File: config.mk
export PLATFORM = sky130hd
export DESIGN_NAME = rounded_gradient_bar_pixel_generator_unit
export DESIGN_NICKNAME = d
export VERILOG_FILES = /design/src/rtl/rgb_pkg.sv /design/src/rtl/rgb_chan.sv /design/src/rtl/rgb_geom.sv /design/src/rtl/rounded_gradient_bar_pixel_generator_unit.sv
export SDC_FILE = /design/constraint.sdc
export NUM_CORES = 2
export LEC_CHECK = 0
export BUFFER_PORTS_ARGS = -buffer_cell sky130_fd_sc_hd__buf_4
export CELL_PAD_IN_SITES_DETAIL_PLACEMENT = 1
export CELL_PAD_IN_SITES_GLOBAL_PLACEMENT = 1
export CORE_MARGIN = 2
export CORE_UTILIZATION = 45
export CTS_CLUSTER_SIZE = 28
export DETAILED_ROUTE_END_ITERATION = 10
export GPL_TIMING_DRIVEN = 0
export PLACE_DENSITY = 0.82
export SLEW_MARGIN = 5
export SYNTH_ARGS = -nofsm -noshare
export SYNTH_HDL_FRONTEND = slang
export SYNTH_SLANG_ARGS = --single-unit
File: constraint.sdc
create_clock -name clk_i -period 8.1 [get_ports clk_i]
set_input_delay 0.81 -clock clk_i [delete_from_list [all_inputs] [get_ports clk_i]]
set_output_delay 0.81 -clock clk_i [all_outputs]
set_load 0.02 [all_outputs]
File: src/rtl/rgb_pkg.sv
`timescale 1ns / 1ps
// rgb_pkg: shared constants, types and helper functions of the bar pixel generator
// no dependencies

package rgb_pkg;

  localparam int MaxWidth   = 64;
  localparam int MaxHeight  = 24;
  localparam int ColW       = 6;
  localparam int RowW       = 5;
  localparam int WidthW     = 7;
  localparam int HeightW    = 5;
  localparam int ColorW     = 32;
  localparam int ChanW      = 8;
  localparam int NumChan    = 4;
  localparam int MagW       = 13;
  localparam int RecipShift = 16;
  localparam int RecipW     = 17;
  localparam int ProdW      = MagW + RecipW;
  localparam int CfgIdxW    = 3;
  localparam int Stages     = 5;

  typedef enum logic [CfgIdxW-1:0] {
    CfgBarWidth    = 3'd0,
    CfgBarHeight   = 3'd1,
    CfgTopColor    = 3'd2,
    CfgBottomColor = 3'd3,
    CfgBorderColor = 3'd4,
    CfgRoundedMode = 3'd5,
    CfgPatternMode = 3'd6
  } cfg_reg_e;

  typedef struct packed {
    logic err;
    logic hide;
    logic stripe;
    logic border;
  } geo_flags_t;

  // floor(2^16 / d) for the gradient divisor
  function automatic logic [RecipW-1:0] recip(input logic [HeightW-1:0] d);
    logic [RecipW-1:0] m;
    case (d)
      5'd1:    m = 17'd65536;
      5'd2:    m = 17'd32768;
      5'd3:    m = 17'd21845;
      5'd4:    m = 17'd16384;
      5'd5:    m = 17'd13107;
      5'd6:    m = 17'd10922;
      5'd7:    m = 17'd9362;
      5'd8:    m = 17'd8192;
      5'd9:    m = 17'd7281;
      5'd10:   m = 17'd6553;
      5'd11:   m = 17'd5957;
      5'd12:   m = 17'd5461;
      5'd13:   m = 17'd5041;
      5'd14:   m = 17'd4681;
      5'd15:   m = 17'd4369;
      5'd16:   m = 17'd4096;
      5'd17:   m = 17'd3855;
      5'd18:   m = 17'd3640;
      5'd19:   m = 17'd3449;
      5'd20:   m = 17'd3276;
      5'd21:   m = 17'd3120;
      5'd22:   m = 17'd2978;
      5'd23:   m = 17'd2849;
      default: m = '0;
    endcase
    return m;
  endfunction

  // c + (255 - c) / 5, the divide done as a multiply by 205 and shift by 10
  function automatic logic [ChanW-1:0] lighten(input logic [ChanW-1:0] c);
    logic [ChanW-1:0] gap;
    logic [15:0]      scaled;
    gap    = 8'd255 - c;
    scaled = 16'({8'd0, gap} * 16'd205);
    return c + {2'b00, scaled[15:10]};
  endfunction

endpackage

File: src/rtl/rgb_chan.sv
`timescale 1ns / 1ps
// rgb_chan: four-stage gradient datapath of one color channel
// depends on rgb_pkg

module rgb_chan import rgb_pkg::*; (
  input  logic               clk_i,
  input  logic [3:0]         ld_i,
  input  logic [RowW-1:0]    row_i,
  input  logic [ChanW-1:0]   top_i,
  input  logic [ChanW-1:0]   bot_i,
  input  logic [HeightW-1:0] div_i,
  input  logic               flat_i,
  output logic [ChanW-1:0]   chan_o
);

  logic signed [ChanW:0] diff;
  logic [ChanW-1:0]      adiff;
  logic [MagW-1:0]       mag1_d, mag1_q, mag2_q;
  logic                  neg1_q, neg2_q, neg3_q;
  logic [ChanW-1:0]      a1_q, a2_q, a3_q;
  logic [ProdW-1:0]      prod2_d, prod2_q;
  logic [MagW-1:0]       qest, rem, q3_d, q3_q;
  logic [17:0]           qdiv;
  logic signed [14:0]    sum;
  logic [ChanW-1:0]      c4_d, c4_q;

  // stage 1: |b - a| * row
  always_comb begin
    diff   = $signed({1'b0, bot_i}) - $signed({1'b0, top_i});
    adiff  = diff[ChanW] ? ChanW'(-diff) : diff[ChanW-1:0];
    mag1_d = MagW'({5'd0, adiff} * {8'd0, row_i});
  end

  // stage 2: multiply by reciprocal
  assign prod2_d = ProdW'({17'd0, mag1_q} * {13'd0, recip(div_i)});

  // stage 3: quotient estimate with one correction step
  always_comb begin
    qest = prod2_q[RecipShift +: MagW];
    qdiv = 18'({5'd0, qest} * {13'd0, div_i});
    rem  = mag2_q - qdiv[MagW-1:0];
    q3_d = (rem >= {8'd0, div_i}) ? qest + 13'd1 : qest;
  end

  // stage 4: signed add and saturate, or pass the top value through when flat
  always_comb begin
    if (neg3_q) begin
      sum = $signed({7'd0, a3_q}) - $signed({2'd0, q3_q});
    end else begin
      sum = $signed({7'd0, a3_q}) + $signed({2'd0, q3_q});
    end
    if (flat_i) begin
      c4_d = a3_q;
    end else if (sum < 0) begin
      c4_d = '0;
    end else if (sum > 15'sd255) begin
      c4_d = 8'd255;
    end else begin
      c4_d = sum[ChanW-1:0];
    end
  end

  always_ff @(posedge clk_i) begin
    if (ld_i[0]) begin
      mag1_q <= mag1_d;
      neg1_q <= diff[ChanW];
      a1_q   <= top_i;
    end
    if (ld_i[1]) begin
      prod2_q <= prod2_d;
      mag2_q  <= mag1_q;
      neg2_q  <= neg1_q;
      a2_q    <= a1_q;
    end
    if (ld_i[2]) begin
      q3_q   <= q3_d;
      neg3_q <= neg2_q;
      a3_q   <= a2_q;
    end
    if (ld_i[3]) begin
      c4_q <= c4_d;
    end
  end

  assign chan_o = c4_q;

endmodule

File: src/rtl/rgb_geom.sv
`timescale 1ns / 1ps
// rgb_geom: cap, stripe, border and size checks, delayed to line up with the channels
// depends on rgb_pkg

module rgb_geom import rgb_pkg::*; (
  input  logic               clk_i,
  input  logic [3:0]         ld_i,
  input  logic [ColW-1:0]    column_i,
  input  logic [RowW-1:0]    row_i,
  input  logic [WidthW-1:0]  bar_width_i,
  input  logic [HeightW-1:0] bar_height_i,
  input  logic               rounded_i,
  input  logic               pattern_i,
  output geo_flags_t         flags_o
);

  logic [3:0]        r;
  logic signed [7:0] wr, xs, dxr;
  logic signed [6:0] dys;
  logic              left, right;
  logic [3:0]        dxl;
  logic [6:0]        dx;
  logic [5:0]        dyabs;
  logic [12:0]       dx2_d, dx2_q;
  logic [10:0]       dy2_d, dy2_q;
  logic [7:0]        rr_d, rr_q;
  logic              cap1_q;
  logic              in_circle;
  geo_flags_t        f1_d, f1_q, f2_d, f2_q, f3_q, f4_q;

  // stage 1: distances from the cap centers and the radius, squared, and the error, stripe and border flags
  always_comb begin
    r      = bar_height_i[HeightW-1:1];
    wr     = $signed({1'b0, bar_width_i}) - $signed({4'd0, r});
    xs     = $signed({2'd0, column_i});
    left   = column_i < {2'd0, r};
    right  = !left && (xs >= wr);
    dxl    = r - column_i[3:0] - 4'd1;
    dxr    = xs - wr;
    dx     = left ? {3'd0, dxl} : dxr[6:0];
    dys    = $signed({3'd0, r}) - $signed({2'd0, row_i}) - 7'sd1;
    dyabs  = dys[6] ? 6'(-dys) : dys[5:0];
    dx2_d  = 13'({6'd0, dx} * {6'd0, dx});
    dy2_d  = 11'({5'd0, dyabs} * {5'd0, dyabs});
    rr_d   = 8'({4'd0, r} * {4'd0, r});

    f1_d.err    = (bar_width_i > WidthW'(MaxWidth)) || (bar_height_i > HeightW'(MaxHeight));
    f1_d.hide   = 1'b0;
    f1_d.stripe = pattern_i && !column_i[2] && (column_i > {2'd0, r}) && (xs < wr);
    f1_d.border = (row_i == '0) || ({1'b0, row_i} + 6'd1 == {1'b0, bar_height_i}) ||
                  (column_i == '0) || ({1'b0, column_i} + 7'd1 == bar_width_i);
  end

  // stage 2: quarter-circle test
  always_comb begin
    in_circle = ({1'b0, dx2_q} + {3'd0, dy2_q}) <= {6'd0, rr_q};
    f2_d      = f1_q;
    f2_d.hide = cap1_q && !in_circle;
  end

  always_ff @(posedge clk_i) begin
    if (ld_i[0]) begin
      dx2_q  <= dx2_d;
      dy2_q  <= dy2_d;
      rr_q   <= rr_d;
      cap1_q <= rounded_i && (left || right);
      f1_q   <= f1_d;
    end
    if (ld_i[1]) begin
      f2_q <= f2_d;
    end
    if (ld_i[2]) begin
      f3_q <= f2_q;
    end
    if (ld_i[3]) begin
      f4_q <= f3_q;
    end
  end

  assign flags_o = f4_q;

endmodule

File: src/rtl/rounded_gradient_bar_pixel_generator_unit.sv
`timescale 1ns / 1ps
// rounded_gradient_bar_pixel_generator_unit: top level with config registers and stage control
// depends on rgb_pkg, rgb_chan, rgb_geom

// Gives one RGBA pixel of a rounded gradient bar for each (column, row) word.
// The datapath is five register stages deep, and a new word can be taken every
// cycle while the output is not stalled, so the sustained rate is one pixel per
// clock. Each stage advances on its own when empty or when the next stage moves,
// so a stalled output only holds back the words behind it. The gradient divide
// by (height - 1) uses a reciprocal table, a multiply and one correction step
// over stages two and three. Configuration writes take effect at once and are
// meant for idle periods.

module rounded_gradient_bar_pixel_generator_unit import rgb_pkg::*; (
  input  logic               clk_i,
  input  logic               rst_ni,
  input  logic               cfg_we_i,
  input  logic [CfgIdxW-1:0] cfg_idx_i,
  input  logic [ColorW-1:0]  cfg_data_i,
  input  logic               s_axis_tvalid,
  output logic               s_axis_tready,
  input  logic [15:0]        s_axis_tdata,   // column[5:0], row[10:6]
  output logic               m_axis_tvalid,
  input  logic               m_axis_tready,
  output logic [31:0]        m_axis_tdata,   // red, green, blue, alpha
  output logic               m_axis_tuser    // size_error
);

  logic [WidthW-1:0]  width_q;
  logic [HeightW-1:0] height_q;
  logic [ColorW-1:0]  top_q, bottom_q, border_q;
  logic               rounded_q, pattern_q;

  logic [Stages-1:0]  vld_d, vld_q, rdy;
  logic [ColW-1:0]    column;
  logic [RowW-1:0]    row;
  logic [HeightW-1:0] div;
  logic               flat;
  logic [ChanW-1:0]   chan [NumChan];
  geo_flags_t         flags;
  logic [31:0]        tdata_d, tdata_q;
  logic               tuser_d, tuser_q;

  assign column = s_axis_tdata[ColW-1:0];
  assign row    = s_axis_tdata[ColW +: RowW];
  assign div    = height_q - 5'd1;
  assign flat   = height_q <= 5'd1;

  always_ff @(posedge clk_i or negedge rst_ni) begin
    if (!rst_ni) begin
      width_q   <= 7'd32;
      height_q  <= 5'd12;
      top_q     <= '0;
      bottom_q  <= '0;
      border_q  <= '0;
      rounded_q <= 1'b0;
      pattern_q <= 1'b0;
    end else if (cfg_we_i) begin
      unique case (cfg_idx_i)
        CfgBarWidth:    width_q   <= cfg_data_i[WidthW-1:0];
        CfgBarHeight:   height_q  <= cfg_data_i[HeightW-1:0];
        CfgTopColor:    top_q     <= cfg_data_i;
        CfgBottomColor: bottom_q  <= cfg_data_i;
        CfgBorderColor: border_q  <= cfg_data_i;
        CfgRoundedMode: rounded_q <= cfg_data_i[0];
        CfgPatternMode: pattern_q <= cfg_data_i[0];
        default: ;
      endcase
    end
  end

  // stage advance chain
  always_comb begin
    rdy[Stages-1] = !vld_q[Stages-1] || m_axis_tready;
    for (int k = Stages - 2; k >= 0; k--) begin
      rdy[k] = !vld_q[k] || rdy[k+1];
    end
    vld_d[0] = rdy[0] ? s_axis_tvalid : vld_q[0];
    for (int k = 1; k < Stages; k++) begin
      vld_d[k] = rdy[k] ? vld_q[k-1] : vld_q[k];
    end
  end

  always_ff @(posedge clk_i or negedge rst_ni) begin
    if (!rst_ni) begin
      vld_q <= '0;
    end else begin
      vld_q <= vld_d;
    end
  end

  for (genvar g = 0; g < NumChan; g++) begin : g_chan
    rgb_chan u_chan (
      .clk_i  (clk_i),
      .ld_i   (rdy[3:0]),
      .row_i  (row),
      .top_i  (top_q[ColorW-1-ChanW*g -: ChanW]),
      .bot_i  (bottom_q[ColorW-1-ChanW*g -: ChanW]),
      .div_i  (div),
      .flat_i (flat),
      .chan_o (chan[g])
    );
  end

  rgb_geom u_geom (
    .clk_i        (clk_i),
    .ld_i         (rdy[3:0]),
    .column_i     (column),
    .row_i        (row),
    .bar_width_i  (width_q),
    .bar_height_i (height_q),
    .rounded_i    (rounded_q),
    .pattern_i    (pattern_q),
    .flags_o      (flags)
  );

  // stage 5: stripe, border and masking
  always_comb begin
    tdata_d = '0;
    tuser_d = flags.err;
    for (int c = 0; c < NumChan; c++) begin
      if (flags.err || flags.hide) begin
        tdata_d[ChanW*c +: ChanW] = '0;
      end else if (flags.border) begin
        tdata_d[ChanW*c +: ChanW] = border_q[ColorW-1-ChanW*c -: ChanW];
      end else if (flags.stripe) begin
        tdata_d[ChanW*c +: ChanW] = lighten(chan[c]);
      end else begin
        tdata_d[ChanW*c +: ChanW] = chan[c];
      end
    end
  end

  always_ff @(posedge clk_i) begin
    if (rdy[Stages-1]) begin
      tdata_q <= tdata_d;
      tuser_q <= tuser_d;
    end
  end

  assign s_axis_tready = rdy[0];
  assign m_axis_tvalid = vld_q[Stages-1];
  assign m_axis_tdata  = tdata_q;
  assign m_axis_tuser  = tuser_q;

`ifndef SYNTHESIS
  a_ready_when_empty: assert property (@(posedge clk_i) disable iff (!rst_ni)
    !m_axis_tvalid |-> s_axis_tready)
    else $error("input not ready while output register empty");

  a_error_zero: assert property (@(posedge clk_i) disable iff (!rst_ni)
    m_axis_tvalid && m_axis_tuser |-> m_axis_tdata == '0)
    else $error("size error word carries nonzero pixel");

  a_out_from_stage4: assert property (@(posedge clk_i) disable iff (!rst_ni)
    $rose(m_axis_tvalid) |-> $past(vld_q[3]))
    else $error("output valid without a word in stage four");

  a_stage4_holds: assert property (@(posedge clk_i) disable iff (!rst_ni)
    vld_q[3] && !rdy[4] |=> vld_q[3])
    else $error("stage four word lost during stall");
`endif

endmodule
# [Yosys cells after proc, flatten, opt, wreduce, memory -nomap -nowiden]
# Memory sizes are Yosys's and may differ from the RTL's.
# Index checks and enable logic that the tools add are counted.
[op_classes] add_sub_neg=43 multipliers=19 order_cmp=20 eq_ne=8 mux=34 reduce_logical=35
[ops] op="$mux W8" count=24
[ops] op="$mul A13 B17 Y29" count=4
[ops] op="$mul A8 B8 Y16 const B" count=4
[ops] op="$gt A15 B9 Y1 const B" count=4
[ops] op="$lt A15 B1 Y1 const B" count=4
[ops] op="$mux W15" count=4
[ops] op="$add A8 B13 Y14" count=4
[ops] op="$sub A8 B13 Y14" count=4
[ops] op="$add A13 B1 Y13 const B" count=4
[ops] op="$ge A13 B5 Y1" count=4
[ops] op="$mul A13 B5 Y13" count=4
[ops] op="$mul A8 B5 Y13" count=4
[ops] op="$mux W13" count=4
[ops] op="$sub A13 B13 Y13" count=4
[ops] op="$sub A8 B8 Y9" count=4
[ops] op="$add A8 B6 Y8" count=4
[ops] op="$neg A8 Y8" count=4
[ops] op="$sub A8 B8 Y8 const A" count=4
[ops] op="$add A13 B11 Y14" count=1
[ops] op="$le A14 B8 Y1" count=1
[ops] op="$reduce_and A2 Y1" count=7
[ops] op="$mul A7 B7 Y13" count=1
[ops] op="$logic_or A1 B1 Y1" count=11
[ops] op="$mul A6 B6 Y11" count=1
[ops] op="30 further kinds" count=45
[word_totals] reg_bits=608 mem_bits_ro=2176 output_inout_bits=35 word_cells=240 n_memories=4
[memory_table] name="(no name shown)" words=32 word_bits=17 read_ports=1 rd_ports_with_merged_regs=0 write_ports=0 line_no="rgb_pkg.sv:43" rtl="case (d)"
[memory_table] name="(no name shown)" words=32 word_bits=17 read_ports=1 rd_ports_with_merged_regs=0 write_ports=0 line_no="rgb_pkg.sv:43"
[memory_table] name="(no name shown)" words=32 word_bits=17 read_ports=1 rd_ports_with_merged_regs=0 write_ports=0 line_no="rgb_pkg.sv:43"
[memory_table] name="(no name shown)" words=32 word_bits=17 read_ports=1 rd_ports_with_merged_regs=0 write_ports=0 line_no="rgb_pkg.sv:43"

# [Longest topological paths before layout]
[depth] ltp_word=6 ltp_mapped=35 depth_no_buf=29

# [Modules after synthesis]
# A second synthesis with hierarchy kept.
[hier_totals] hier_cells=7789 hier_area_um2=74561.5
[by_module_without_submodules] module="rgb_chan (g_chan[0].u_chan)" n_inst=1 cells_per_inst=1540 area_per_inst_um2=14478.9 seq_area_each_um2=2612.5
[by_module_without_submodules] module="rgb_chan (g_chan[3].u_chan)" n_inst=1 cells_per_inst=1555 area_per_inst_um2=14452.6 seq_area_each_um2=2612.5
[by_module_without_submodules] module="rgb_chan (g_chan[1].u_chan)" n_inst=1 cells_per_inst=1545 area_per_inst_um2=14422.6 seq_area_each_um2=2612.5
[by_module_without_submodules] module="rgb_chan (g_chan[2].u_chan)" n_inst=1 cells_per_inst=1536 area_per_inst_um2=14365.0 seq_area_each_um2=2612.5
[by_module_without_submodules] module="rounded_gradient_bar_pixel_generator_unit" n_inst=1 cells_per_inst=1046 area_per_inst_um2=11484.8 seq_area_each_um2=3872.5
[by_module_without_submodules] module="rgb_geom" n_inst=1 cells_per_inst=567 area_per_inst_um2=5357.6 seq_area_each_um2=1351.3

# [Worst setup path after synthesis]
# No wires, ideal clock.
[synth_path] path_type="input to register" start="in m_axis_tready" end="reg g_chan[0].u_chan.a1_q[0] (enable)" setup_time_ps=1110 arrival_time_ps=7902 required_ps=6990 slack_ps=-912 path_stages=4 path_buffers=0 path_cell_list="nor2b_1 -> nand4_1 -> inv_1 -> nand2_1"
[synth_via] elab_chain_len=5
[synth_lines] item="start: declaration" line_no="rounded_gradient_bar_pixel_generator_unit.sv:24" rtl="input logic m_axis_tready,"
[synth_lines] item="$logic_or A1 B1 Y1" line_no="rounded_gradient_bar_pixel_generator_unit.sv:74" rtl="rdy[Stages-1] = !vld_q[Stages-1] || m_axis_tready;"
[synth_lines] item="$logic_or A1 B1 Y1 (3 in a row)" line_no="rounded_gradient_bar_pixel_generator_unit.sv:76" rtl="rdy[k] = !vld_q[k] || rdy[k+1];"
[synth_lines] item="named net g_chan[0].u_chan.ld_i[1]" line_no="rgb_chan.sv:7" rtl="input logic [3:0] ld_i,"
[synth_lines] item="$logic_or A1 B1 Y1" line_no="rounded_gradient_bar_pixel_generator_unit.sv:76"
[synth_lines] item="named net s_axis_tready" line_no="rounded_gradient_bar_pixel_generator_unit.sv:21" rtl="output logic s_axis_tready,"
[synth_lines] item="end signal: assignment" line_no="rgb_chan.sv:67" rtl="a1_q <= top_i;"
[synth_lines] item="end: declaration" line_no="rgb_chan.sv:20" rtl="logic [ChanW-1:0] a1_q, a2_q, a3_q;"
# The timed path passes the listed nets, and every way through them passes these cells.
# A chain may end at the register's enable or synchronous reset.

# [Final worst setup path]
[layout_path] start="reg height_q[0]" end="reg g_chan[2].u_chan.prod2_q[26], data pin"
[layout_via] elab_chain_len=3
[layout_lines] item="start: declaration" line_no="rounded_gradient_bar_pixel_generator_unit.sv:30" rtl="logic [HeightW-1:0] height_q;"
[layout_lines] item="start signal: assignment" line_no="rounded_gradient_bar_pixel_generator_unit.sv:61" rtl="CfgBarHeight: height_q <= cfg_data_i[HeightW-1:0];"
[layout_lines] item="$sub A5 B1 Y5" line_no="rounded_gradient_bar_pixel_generator_unit.sv:46" rtl="assign div = height_q - 5'd1;"
[layout_lines] item="$mem_v2 Z32 W17"
[layout_lines] item="$mul A13 B17 Y29" line_no="rgb_chan.sv:35" rtl="assign prod2_d = ProdW'({17'd0, mag1_q} * {13'd0, recip(div_i)});"
[layout_lines] item="named net g_chan[2].u_chan.prod2_d[26]" line_no="rgb_chan.sv:21" rtl="logic [ProdW-1:0] prod2_d, prod2_q;"
[layout_lines] item="end signal: assignment" line_no="rgb_chan.sv:70" rtl="prod2_q <= prod2_d;"
[layout_lines] item="end: declaration" line_no="rgb_chan.sv:21"
# The timed path passes the listed nets, and every way through them passes these cells.

==> results by group <==
Outcome
  – Outcome: finished, violations left
  – Failing checks: negative setup slack

Global routing
  – Global-route wire length before repair: 382000 um
  – Vias in the first global route: 65100
  – All-layer global routing usage: 30.5%
  – Gr ovfl total: 0
  – Initial antenna violation count: 16
  – Pin count of the biggest net entering global routing: 86

STA
  – Crit path time final: 8.41 ns
  – Fin worst setup slack: -0.309 ns
  – Max-slew violations: 0
  – Final hold viol count: 0
  – Final Cycle Share: 104%
  – Worst Tran Pin Value: 1.21 ns
  – Final setup fails: 25
  – Max Fclk: 119 MHz
  – RSZ-0062 raised after global routing: true
  – Setup TNS: -3.26 ns
  – Setup Skew: 0.0378 ns
  – Max transition margin: 18.9%
  – Worst hold slack: 0.0720 ns

Synth
  – Netlist cell types: 103
  – Cells after Synth: 7598
  – YS warnings: 0
  – Mapped Nets: 9430
  – Number of synthesized flops with an enable pin: 426
  – Yosys reg bits: 541
  – Syn avg cell area: 9.53 um2
  – Share of flip-flops with an asynchronous set or reset: 21.3%
  – Synthesized cell area: 0.0724 mm2
  – Seq/Total Area, Yosys: 21.6%
  – Synth Flop Type: edfxtp_1

Critical path
  – Slowest Stage Delay on Critical Path: 0.57 ns
  – Crit path required time: 8.50 ns
  – Slowest library cell on the worst path: fa_1
  – Worst Path Arrival: 8.81 ns
  – Crit. End Element: flip-flop
  – Reg2Reg Depth: 29
  – Crit Path Category: flip-flop to flip-flop
  – CP most frequent cell: fa_1
  – CP max FO: 10
  – Startpoint Class: flip-flop

CTS
  – Clk root buf: clkbuf_16
  – TritonCTS clock tree: built
  – Cts hold-fix bufs: 0
  – Cts bufs inserted: 60
  – Clock Latency Late Sink: 0.69 ns
  – H-tree levels: 2
  – Clock transition at the registers of the reported paths: 0.07 ns
  – Sink Count: 541
  – Largest buffer count on any clock path: 3

Die
  – Die width: 405 um
  – Die area: 0.164 mm2
  – Die H: 405 um
  – Core area: 0.160 mm2
  – # IOs: 91
  – Initial core utilization: 45.2%
  – Core Rows: 147

Placement
  – PortBufs: 81
  – Pre-CTS setup slack: -4.78 ns
  – Post-DP HPWL: 196000 um
  – Routability cong.: 0.953

Detailed routing
  – Drt first pass iters: 6
  – Vias per cell: 5.79
  – DR WL/cell: 25.3 um
  – Initial detailed-routing violation count: 4638
  – Antenna Nets Post-Route: 0
  – Total vias in the final route: 58500
  – WL final: 256000 um
  – # DRC: 0

Cells and area
  – P&R area growth vs syn: 11.6%
  – Filler instances: 18000
  – Final nets: 9704
  – Layout cells sized above 1: 8.47%

Run
  – Max cap viols: 0

Worst hold path
  – HP Class: primary input to async pin
-- flip-flops by register name, indices dropped and copies added (netlist names), 12 cells and up --
signal / flops
g_chan.u_chan.mag1_q: 52
g_chan.u_chan.a3_q: 32
g_chan.u_chan.prod2_q: 52
g_chan.u_chan.mag2_q: 52
border_q: 32
m_axis_tdata: 32
g_chan.u_chan.q3_q: 52
u_geom.dx2_q: 12
bottom_q: 32
g_chan.u_chan.chan_o: 32
top_q: 32
g_chan.u_chan.a1_q: 32
g_chan.u_chan.a2_q: 32
-- cell usage in the layout (no fill, tap or decap), types with 26 or more instances in the layout --
cell       instances
nand2b_1          62
mux2i_1           33
edfxtp_1         426
and3_1            26
inv_1           1455
nor2b_1           73
xor2_1           100
fa_1             941
xnor2_1          287
a21o_1            90
nor2_1           288
o21bai_1          45
nand3_1           53
a211oi_1          38
a31oi_1           34
nand4_1           30
dfrtp_1          110
clkbuf_1         161
nand2_1          893
o21a_1            41
a21oi_1          241
clkbuf_16         72
buf_4            187
mux2_2            78
and2_1           444
ha_1             816
nor3_1            79
buf_6             32
o21ai_0          200
-- final cells by class --
type                            count  area (um2)  share of cell area [%]
Tap cell                         2160        2700                    3.34
Clock inverter                     33         403                   0.498
Inverter                         1472        5570                    6.88
Clock buffer                       81        1690                    2.09
Timing Repair Buffer              216        1960                    2.43
Sequential cell                   541       15700                    19.4
Antenna cell                       16        40.0                  0.0495
Buffer                            268        1810                    2.24
Multi-Input combinational cell   5312       51000                    63.0
Timing Repair inverter              1        16.3                  0.0201
-- stage by stage --
| stage | instance area [um2] | instances | utilization, % |
|---|---|---|---|
| CTS | 80000 | 10000 | 49.9 |
| global route | 80800 | 10100 | 50.5 |
| finish | 80800 | 10100 | 50.5 |
| detailed placement | 76100 | 9857 | 47.5 |
| floorplan | 72500 | 7598 | - |
| global placement | 75800 | 9839 | 47.3 |
-- critical path, delay by kind of cell (launching register included) --
kind	cells	cell delay, ns
muxes	1	0.17
DFF	1	0.54
adders and majority gates	7	3.20
buffers and inverters	8	1.24
AOI/OAI and AO/OA	10	2.32
and+or+nand+nor	3	0.67
-- cell families (layout without fill, tap and decap cells) --
logic type / after synthesis / after routing / synth area share (%)
adder cells (fa/ha/maj): 1776 / 1776 / 40.5
buffers and inverters: 1745 / 2071 / 9.08
AND/OR/NAND/NOR: 2104 / 2104 / 14.0
AO/OA/AOI/OAI: 927 / 927 / 8.24
multiplexers: 113 / 113 / 1.71
XOR/XNOR: 392 / 392 / 4.79
flip-flops: 541 / 541 / 21.6
other: 0 / 16 / 0
-- path summary, 6_finish.rpt --
path,to,slack [ns],from
worst max register to register,g_chan[2].u_chan.prod2_q[26],-0.31,height_q[0]
worst min register to register,g_chan[0].u_chan.neg2_q,0.41,g_chan[0].u_chan.neg1_q
min in group clk_i,vld_q[0],0.36,s_axis_tvalid
max in group asynchronous,height_q[3],7.24,rst_ni
worst max-delay path,g_chan[2].u_chan.prod2_q[26],-0.31,height_q[0]
worst min-delay path,border_q[20],0.07,rst_ni
-- Yosys cell counts, drive strengths merged (80+ instances only) --
master,instances,area [um2]
ha,825,10300
fa,951,19000
mux2,80,908
dfrtp,112,2800
o21ai,218,1090
xor2,100,876
edfxtp,426,12800
nand2,902,3390
nor3,82,410
a21o,90,676
inv,1465,5500
and2,448,2800
nor2,301,1130
clkbuf,237,890
a21oi,254,1270
xnor2,290,2550
-- repair_timing --
item                                    CTS  global route
setup buffers                            72            44
pin swaps                                40            73
endpoints found under the setup margin  104            44
gates resized for setup                 282           197
cloned                                    2             0
-- layer usage --
| metal | track usage, % | wire length, um | vias up |
|---|---|---|---|
| met3 | 5.82 | 22200 | 999 |
| met5 | 0 | 42 | - |
| met1 | 36.7 | 94600 | 29900 |
| li1 | - | - | 24800 |
| met4 | 15.8 | 16600 | 6 |
| met2 | 51.8 | 123000 | 2767 |
Power is not shown: default switching activity piles up to over one toggle a cycle in this logic, so the estimate is an artifact.
